<file path="src/rtl/ded_pkg.sv">
// Shared constants of the DNA edit distance block.
`timescale 1ns / 1ps
package ded_pkg;
  // symbols are A=0 T=1 G=2 C=3, two bits each, symbol 0 lowest
  localparam int SYM_W = 2;
  localparam int DIST_W = 4;
  localparam logic [DIST_W-1:0] DIST_SAT = '1;
endpackage

</file>
<file path="src/rtl/ded_pair_if.sv">
// Input channel: a pair of packed DNA strings.
`timescale 1ns / 1ps
interface ded_pair_if
  import ded_pkg::*;
#(
  parameter int STRING_LEN = 8
);
  localparam int STR_W = SYM_W * STRING_LEN;
  logic             valid;
  logic             ready;
  logic [STR_W-1:0] first_string;
  logic [STR_W-1:0] second_string;
  modport source (output valid, output first_string, output second_string, input ready);
  modport sink (input valid, input first_string, input second_string, output ready);
endinterface

</file>
<file path="src/rtl/ded_dist_if.sv">
// Output channel: one edit distance.
`timescale 1ns / 1ps
interface ded_dist_if
  import ded_pkg::*;
();
  logic              valid;
  logic              ready;
  logic [DIST_W-1:0] distance;
  modport source (output valid, output distance, input ready);
  modport sink (input valid, input distance, output ready);
endinterface

</file>
<file path="src/rtl/dna_edit_distance.sv">
// Top level: systolic edit distance pipeline over DNA string pairs.
//
// Channels: pairs (sink) carries first_string and second_string, each
// STRING_LEN symbols of two bits, symbol 0 in the low bits. result (source)
// carries one 4-bit distance per pair, in arrival order, saturated at 15.
// An item moves on a rising edge with valid and ready both high.
//
// The grid is swept one anti-diagonal per cell: a chain of 2*STRING_LEN
// cells, each registering its diagonal and the one before it. A new pair
// can be taken every cycle while result is not stalled, set by the
// single-diagonal cell step.
//
// Reset clears the valid bit of every cell; the pipeline then is empty
// and ready is high. When result is stalled the last cell holds its item,
// each cell accepts while it is empty or its successor moves, so empty
// slots fill up and pairs keep being taken until the chain is full.
`timescale 1ns / 1ps
module dna_edit_distance
  import ded_pkg::*;
#(
  parameter int STRING_LEN = 8
) (
  input  logic          clk,
  input  logic          rst,
  ded_pair_if.sink      pairs,
  ded_dist_if.source    result
);

  localparam int N     = STRING_LEN;
  localparam int DW    = $clog2(N + 1);
  localparam int NS    = 2 * N;
  localparam int STR_W = SYM_W * N;

  logic                 v   [0:NS];
  logic                 rdy [0:NS];
  logic [STR_W-1:0]     fs  [0:NS];
  logic [STR_W-1:0]     ss  [0:NS];
  logic [N:0][DW-1:0]   d1  [0:NS];
  logic [N:0][DW-1:0]   d2  [0:NS];
  logic [DW+DIST_W-1:0] dist_ext;

  assign v[0]        = pairs.valid;
  assign pairs.ready = rdy[0];
  assign fs[0]       = pairs.first_string;
  assign ss[0]       = pairs.second_string;
  assign d1[0]       = '0;
  assign d2[0]       = '0;

  for (genvar k = 1; k <= NS; k++) begin : g_cell
    ded_cell #(
      .N    (N),
      .DW   (DW),
      .DIAG (k)
    ) u_cell (
      .clk        (clk),
      .rst        (rst),
      .in_valid   (v[k-1]),
      .in_ready   (rdy[k-1]),
      .in_first   (fs[k-1]),
      .in_second  (ss[k-1]),
      .in_diag1   (d1[k-1]),
      .in_diag2   (d2[k-1]),
      .out_valid  (v[k]),
      .out_ready  (rdy[k]),
      .out_first  (fs[k]),
      .out_second (ss[k]),
      .out_diag1  (d1[k]),
      .out_diag2  (d2[k])
    );
  end

  assign rdy[NS]      = result.ready;
  assign result.valid = v[NS];
  assign dist_ext     = (DW + DIST_W)'(d1[NS][N]);
  assign result.distance = (dist_ext > (DW + DIST_W)'(DIST_SAT)) ? DIST_SAT
                                                                 : dist_ext[DIST_W-1:0];

endmodule

</file>
<file path="src/rtl/ded_cell.sv">
// One pipeline cell: computes one anti-diagonal of the edit distance grid.
`timescale 1ns / 1ps
module ded_cell
  import ded_pkg::*;
#(
  parameter int N    = 8,
  parameter int DW   = 4,
  parameter int DIAG = 1
) (
  input  logic                  clk,
  input  logic                  rst,
  input  logic                  in_valid,
  output logic                  in_ready,
  input  logic [SYM_W*N-1:0]    in_first,
  input  logic [SYM_W*N-1:0]    in_second,
  input  logic [N:0][DW-1:0]    in_diag1,
  input  logic [N:0][DW-1:0]    in_diag2,
  output logic                  out_valid,
  input  logic                  out_ready,
  output logic [SYM_W*N-1:0]    out_first,
  output logic [SYM_W*N-1:0]    out_second,
  output logic [N:0][DW-1:0]    out_diag1,
  output logic [N:0][DW-1:0]    out_diag2
);

  logic [N:0][DW-1:0] cur;

  // row index i, column DIAG - i
  for (genvar i = 0; i <= N; i++) begin : g_row
    localparam int J = DIAG - i;
    if (J < 0 || J > N) begin : g_off
      assign cur[i] = '0;
    end else if (i == 0) begin : g_top
      assign cur[i] = DW'(J);
    end else if (J == 0) begin : g_left
      assign cur[i] = DW'(i);
    end else begin : g_inner
      logic          match;
      logic [DW-1:0] up, lft, dg, m1, m2, cell_val;
      always_comb begin
        match = in_first[SYM_W*(i-1) +: SYM_W] == in_second[SYM_W*(J-1) +: SYM_W];
        up    = in_diag1[i-1];
        lft   = in_diag1[i];
        dg    = in_diag2[i-1];
        m1    = (up < lft) ? up : lft;
        m2    = (m1 < dg) ? m1 : dg;
        cell_val = match ? dg : m2 + DW'(1);
      end
      assign cur[i] = cell_val;
    end
  end

  assign in_ready = !out_valid || out_ready;

  always_ff @(posedge clk) begin
    if (rst) begin
      out_valid <= 1'b0;
    end else if (in_ready) begin
      out_valid <= in_valid;
    end
  end

  always_ff @(posedge clk) begin
    if (in_valid && in_ready) begin
      out_first  <= in_first;
      out_second <= in_second;
      out_diag1  <= cur;
      out_diag2  <= in_diag1;
    end
  end

endmodule

</file>
<file path="src/flat_wrapper.sv">
// flat-port wrapper written by rule: the top's interface ports become plain ports
module dna_edit_distance_flat import ded_pkg::*;
#(
  parameter int STRING_LEN = 8
)
  (clk, rst, pairs_valid, pairs_first_string, pairs_second_string, pairs_ready, result_valid, result_distance, result_ready);
  ded_pair_if #(.STRING_LEN(STRING_LEN)) pairs_i ();
  ded_dist_if result_i ();
  input  logic clk;
  input  logic rst;
  input wire logic [$bits(pairs_i.valid)-1:0] pairs_valid;
  input wire logic [$bits(pairs_i.first_string)-1:0] pairs_first_string;
  input wire logic [$bits(pairs_i.second_string)-1:0] pairs_second_string;
  output wire logic [$bits(pairs_i.ready)-1:0] pairs_ready;
  output wire logic [$bits(result_i.valid)-1:0] result_valid;
  output wire logic [$bits(result_i.distance)-1:0] result_distance;
  input wire logic [$bits(result_i.ready)-1:0] result_ready;
  assign pairs_i.valid = pairs_valid;
  assign pairs_i.first_string = pairs_first_string;
  assign pairs_i.second_string = pairs_second_string;
  assign pairs_ready = pairs_i.ready;
  assign result_valid = result_i.valid;
  assign result_distance = result_i.distance;
  assign result_i.ready = result_ready;
  dna_edit_distance #(.STRING_LEN(STRING_LEN)) u_core (.clk(clk), .rst(rst), .pairs(pairs_i), .result(result_i));
endmodule
</file>
<file path="config.mk">
export PLATFORM = sky130hd
export DESIGN_NAME = dna_edit_distance_flat
export DESIGN_NICKNAME = d
export VERILOG_FILES = /design/src/rtl/ded_pkg.sv /design/src/rtl/ded_pair_if.sv /design/src/rtl/ded_dist_if.sv /design/src/rtl/dna_edit_distance.sv /design/src/rtl/ded_cell.sv /design/src/flat_wrapper.sv
export SDC_FILE = /design/constraint.sdc
export NUM_CORES = 2
export LEC_CHECK = 0
export ABC_AREA = 1
export BUFFER_PORTS_ARGS = -buffer_cell sky130_fd_sc_hd__buf_2
export CAP_MARGIN = 0
export CORE_MARGIN = 8
export CORE_UTILIZATION = 55
export CTS_CLUSTER_DIAMETER = 150
export DETAILED_ROUTE_END_ITERATION = 12
export PLACE_DENSITY = 0.71
export SYNTH_ARGS = -nofsm -noshare
export SYNTH_HDL_FRONTEND = slang
export SYNTH_SLANG_ARGS = --single-unit
</file>
<file path="constraint.sdc">
create_clock -name clk -period 14.9 [get_ports clk]
set_input_delay 2.98 -clock clk [delete_from_list [all_inputs] [get_ports clk]]
set_output_delay 2.98 -clock clk [all_outputs]
set_load 0.03 [all_outputs]
</file>
# Word-level counts from Yosys, hierarchy flattened
# Cells that the tools add are included.
# word_totals
regBits	948
out_inout_bits	6
elab_cells	638
# op_classes
n_eq_ne	64
order_cmp	127
mux	177
n_addsub	63
n_reduce_logical	48
# ops
operator	count
4-bit 2-to-1 mux	176
4-bit < comparator	98
4-bit by 1-bit adder with 4-bit output, second input constant	63
2-bit equality test	64
4-bit by 3-bit < comparator with 1-bit output, second input constant	12
4-bit by 2-bit < comparator with 1-bit output, second input constant	6
1-bit logical AND	16
1-bit logical NOT	16
1-bit logical OR	16
3-bit by 4-bit < comparator with 1-bit output, first input constant	4
2-bit by 4-bit < comparator with 1-bit output, first input constant	2
4-bit by 1-bit < comparator with 1-bit output, second input constant	2
4-bit greater-than comparator, second input constant	1
4-bit < comparator, first input constant	1
4-bit < comparator, second input constant	1
1-bit 2-to-1 mux	1

# Longest topological paths before layout
# depth
depth_word	18
mapped_depth	20
mapped_depth_nobuf	20

# Modules after synthesis
# From an unflattened synthesis, not the netlist that was laid out.
# unflattened
hier_cells	6335
area_unflattened_um2	69491.6
# modules_own_cells
mod	n_inst	area_per_inst_um2	cells_each	seq_area_each_um2
ded_cell at u_core.g_cell[9].u_cell	1	6333.6	679	3022.9
ded_cell at u_core.g_cell[8].u_cell	1	5840.6	610	2902.8
ded_cell at u_core.g_cell[10].u_cell	1	5836.8	609	2902.8
ded_cell at u_core.g_cell[7].u_cell	1	5341.4	538	2782.7
ded_cell at u_core.g_cell[11].u_cell	1	5337.6	537	2782.7
ded_cell at u_core.g_cell[6].u_cell	1	4842.1	468	2662.6
ded_cell at u_core.g_cell[12].u_cell	1	4838.4	467	2662.6
ded_cell at u_core.g_cell[5].u_cell	1	4330.4	397	2542.4
ded_cell at u_core.g_cell[13].u_cell	1	4326.6	396	2542.4
ded_cell at u_core.g_cell[4].u_cell	1	3846.2	325	2422.3
ded_cell at u_core.g_cell[14].u_cell	1	3842.4	324	2422.3
ded_cell at u_core.g_cell[3].u_cell	1	3338.2	254	2302.2
ded_cell at u_core.g_cell[15].u_cell	1	3334.4	253	2302.2
ded_cell at u_core.g_cell[2].u_cell	1	2867.8	183	2182.1
3 more rows	n/a	n/a	n/a	n/a

# Worst setup path after synthesis
# No wires, ideal clock.
# synth_timing
path_type	in2reg
from	in result_ready
to	reg u_core.g_cell[8].u_cell.out_diag1[10] (netlist bit), enable pin
path_buffers	0
path_slack_ns	6.797
cell_stages	10
arrival_time_ns	7.549
path_cell_list	inv_2 nand2_2 nor2_4 nand2_2 nor2_4 nand2_2 nor2_4 nand2_2 nor2_4 a21oi_1
# synth_via
elab_chain_len	10
# synth_lines
item	line_no	source
from (decl)	flat_wrapper.sv:17	input wire logic [$bits(result_i.ready)-1:0] result_ready;
1-bit logical OR (9 in series)	ded_cell.sv:53	assign in_ready = !out_valid || out_ready;
1-bit logical AND	ded_cell.sv:64	if (in_valid && in_ready) begin
to (signal assigned)	ded_cell.sv:67	out_diag1 <= cur;
to (decl)	ded_cell.sv:22	output logic [N:0][DW-1:0] out_diag1,
# No other way between the ends.
# A chain may end at the register's enable or synchronous reset.

# Final worst setup path
# layout_timing
from	in result_ready
to	out pairs_ready
# layout_via
elab_chain_len	16
# layout_lines
item	line_no	source
1-bit logical OR (16 in series)	ded_cell.sv:53	
to (decl)	flat_wrapper.sv:14	output wire logic [$bits(pairs_i.ready)-1:0] pairs_ready;
# No other way between the ends.

==> results.cfg <==
[detailed_routing]
wl_um = 75000
avgRoutedWirePerCell_um = 13.3
dr_total_vias = 28615
drc = 0
drt_iter0_markers = 1478
via_per_inst = 5.07
dr.pass1.iters = 6
ant_nets = 0

[timing]
hold_violations = 0
setup-tns-final_ps = 0
fmax_mhz = 125
setup_viol = 0
finalCriticalPeriod_ps = 8010
grt_setup_unrepaired = no
period_share = 0.537
slew_viol_final = 0
slew_headroom = 0.245
worst_pin_slew_ps = 1130
finClkSkew_ps = 51.9

[setup_path]
rr_endpoint = u_core.g_cell[14].u_cell.out_diag1[30]
cp-end-kind = primary output
r2r_start = u_core.g_cell[13].u_cell.out_diag1[27]
worstRegToRegCells = 14
crit_required_ps = 11920
cp.arrival_ps = 5030
start_kind = input pin
path_class = input pin to primary output
crit_fanout = 5
ff2ff_setup_slack_ps = 11590

[synth]
synth.most_common_cell = nand2_1
avgSynthCellArea_um2 = 9.80
yosys.area_share.simple = 0.191
synth_xor_area_frac = 0.0248
synth_cell_type_count = 35
synth_edf_count = 800
synthTopCellsByCount = 1390 x nand2_1, 800 x edfxtp_1, 674 x inv_1
yosysTopAreaCell = edfxtp_1
ys_top_cells_by_area = edfxtp_1 56%, nand2_1 12%, ha_1 10%
yosysSeqAreaShare = 0.566
synth_compound_area_frac = 0.0561
synth-main-ff-cell = edfxtp_1
syn_area_mm2 = 0.0430
synth-seq-cells = 816
syn_inst = 4388
async_reset_ff_frac = 0
synth_top_family_by_area = simple AND/OR/NAND/NOR gates
synthAdderAreaFrac = 0.102
synth_top_cell_area_share = 0.558
synthMuxAreaShare = 0
yosysWarnings = 0

[placement]
hpwl_um = 58200
dp_cells = 5486
numPortBuffers = 41
place_congestion = 0.901
dpl_cell_area_mm2 = 0.0447

[floorplan]
pin_count = 42
dieArea_mm2 = 0.0874
start_util = 0.555
fp.coreArea_mm2 = 0.0775
die_h_um = 296
dieWidth_um = 296
rows = 102

[worst_hold_path]
worstHoldStart = u_core.g_cell[5].u_cell.out_first[13]
min_to = u_core.g_cell[6].u_cell.out_first[13]
min_path_type = flip-flop to flip-flop
whs_path_depth = 0

[clock_network]
hold_buffers = 0
clk_path_buf_depth = 3
cts_resized = 0
clkTransAtPathRegs_ps = 60
post_cts_buffers = 0
worst_skew_pair.late_latency_ps = 650
cts.sinks = 816
clockRootBuffer = clkbuf_16
numCtsBuffers = 86
htreeDepth = 3
cts_tree = built

[layout]
fin_cells = 5645
diodes = 0
final_area_mm2 = 0.0476
drive_gt1_frac = 0.0489
nFillCells = 6303
area_growth_pct = 10.6
nets = 4922

[status]
status = finished, final reports clean

[global_routing]
grt_pass1_wl_um = 126000
grt-ovfl-total = 0
gr-usage-all-layers = 0.173
first_global_vias = 27487
grt_max_degree = 73
antenna_found_initial = 0

[pwr]
vdd_drop_max_v = 0.000155
p_leak_nw = 21.5
p_total_mw = 4.70
power.density_mw_per_mm2 = 98.8

[flow_run]
drv_cap = 0
[flip-flops by register name, summed over array words and instances, names as in the netlist]
register                         cells
u_core.g_cell.u_cell.out_diag1     246
u_core.g_cell.u_cell.out_diag2     186
u_core.g_cell.u_cell.out_first     184
u_core.g_cell.u_cell.out_second    184
u_core.g_cell.u_cell.out_valid      16
[where the power goes]
group	total (mW)	leakage [nW]	switching [mW]	internal (mW)
combinational	0.0516	12.7	0.0327	0.0190
clock	2.13	1.39	0.875	1.25
sequential	2.52	7.39	0.00843	2.51
[cell usage in the layout, fill, tap and decap left out, types with 21 or more instances in the layout]
cell and n:
buf_2 41, edfxtp_1 800, or2_2 21, clkbuf_16 86
nor2_1 70, nand4_1 43, o21a_1 41, a21oi_1 129
o21ai_0 272, inv_1 670, nand3_1 361, xnor2_1 114
or2_1 36, nand2_1 1390, ha_1 352
[logic make-up (layout without fill, tap and decap cells)]
family	count (synthesis)	count (layout)
AOI/OAI and AO/OA	457	457
xor gates and xnor gates	122	122
adders and majority gates	352	352
buffers and inverters	682	887
DFF	816	816
other	1	13
and+or+nand+nor	1958	1958
[worst max-delay path, cell delays in order]
cell and delay (ps):
buf_2 100, inv_2 50, nand2_2 60, nor2_4 90, nand2_2 80, nor2_4 180
nand2_2 100, nor2_4 120, nand2_2 100, nor2_4 250, nand2_2 120, nor2_4 190
nand3_4 120, nor2_8 160, nand4_4 110, buf_2 200
[stage by stage]
stage / setup slack (ps) / hold slack [ps] / utilization
6_report: 6890 / 414 / 0.614
5_1_grt: 6750 / 420 / 0.614
4_1_cts: 6880 / 415 / 0.614
3_5_place_dp: 6880 / 405 / 0.577
3_3_place_gp: 6900 / 400 / 0.577
2_1_floorplan: 6800 / 400 / -
[worst max-delay path by stage]
stage	from	end	slack (ps)
after global routing	result_ready	pairs_ready	6750
after CTS	result_ready	pairs_ready	6880
after floorplan	result_ready	u_core.g_cell[8].u_cell.out_diag1[10]	6800
after detailed placement	result_ready	pairs_ready	6880
final	result_ready	pairs_ready	6890
after global placement	result_ready	pairs_ready	6900
[final cells by class]
class	count	area, µm²	share of cell area
clock inverter	53	657	0.0138
tap	1040	1300	0.0274
multi-input combinational	2902	16200	0.341
clock buffer	106	2230	0.0468
sequential	816	24300	0.512
timing repair buffer	52	288	0.00605
inverter	676	2540	0.0534
[layer usage]
metal | share of wire | wire length [µm] | GRT usage
met3 | 0.028 | 2110 | 0.0234
met5 | 0 | 0 | 0
met4 | 0.038 | 2810 | 0.0688
met1 | 0.42 | 31500 | 0.197
met2 | 0.51 | 38600 | 0.324
Note: power is estimated with default switching activity, not from simulation.
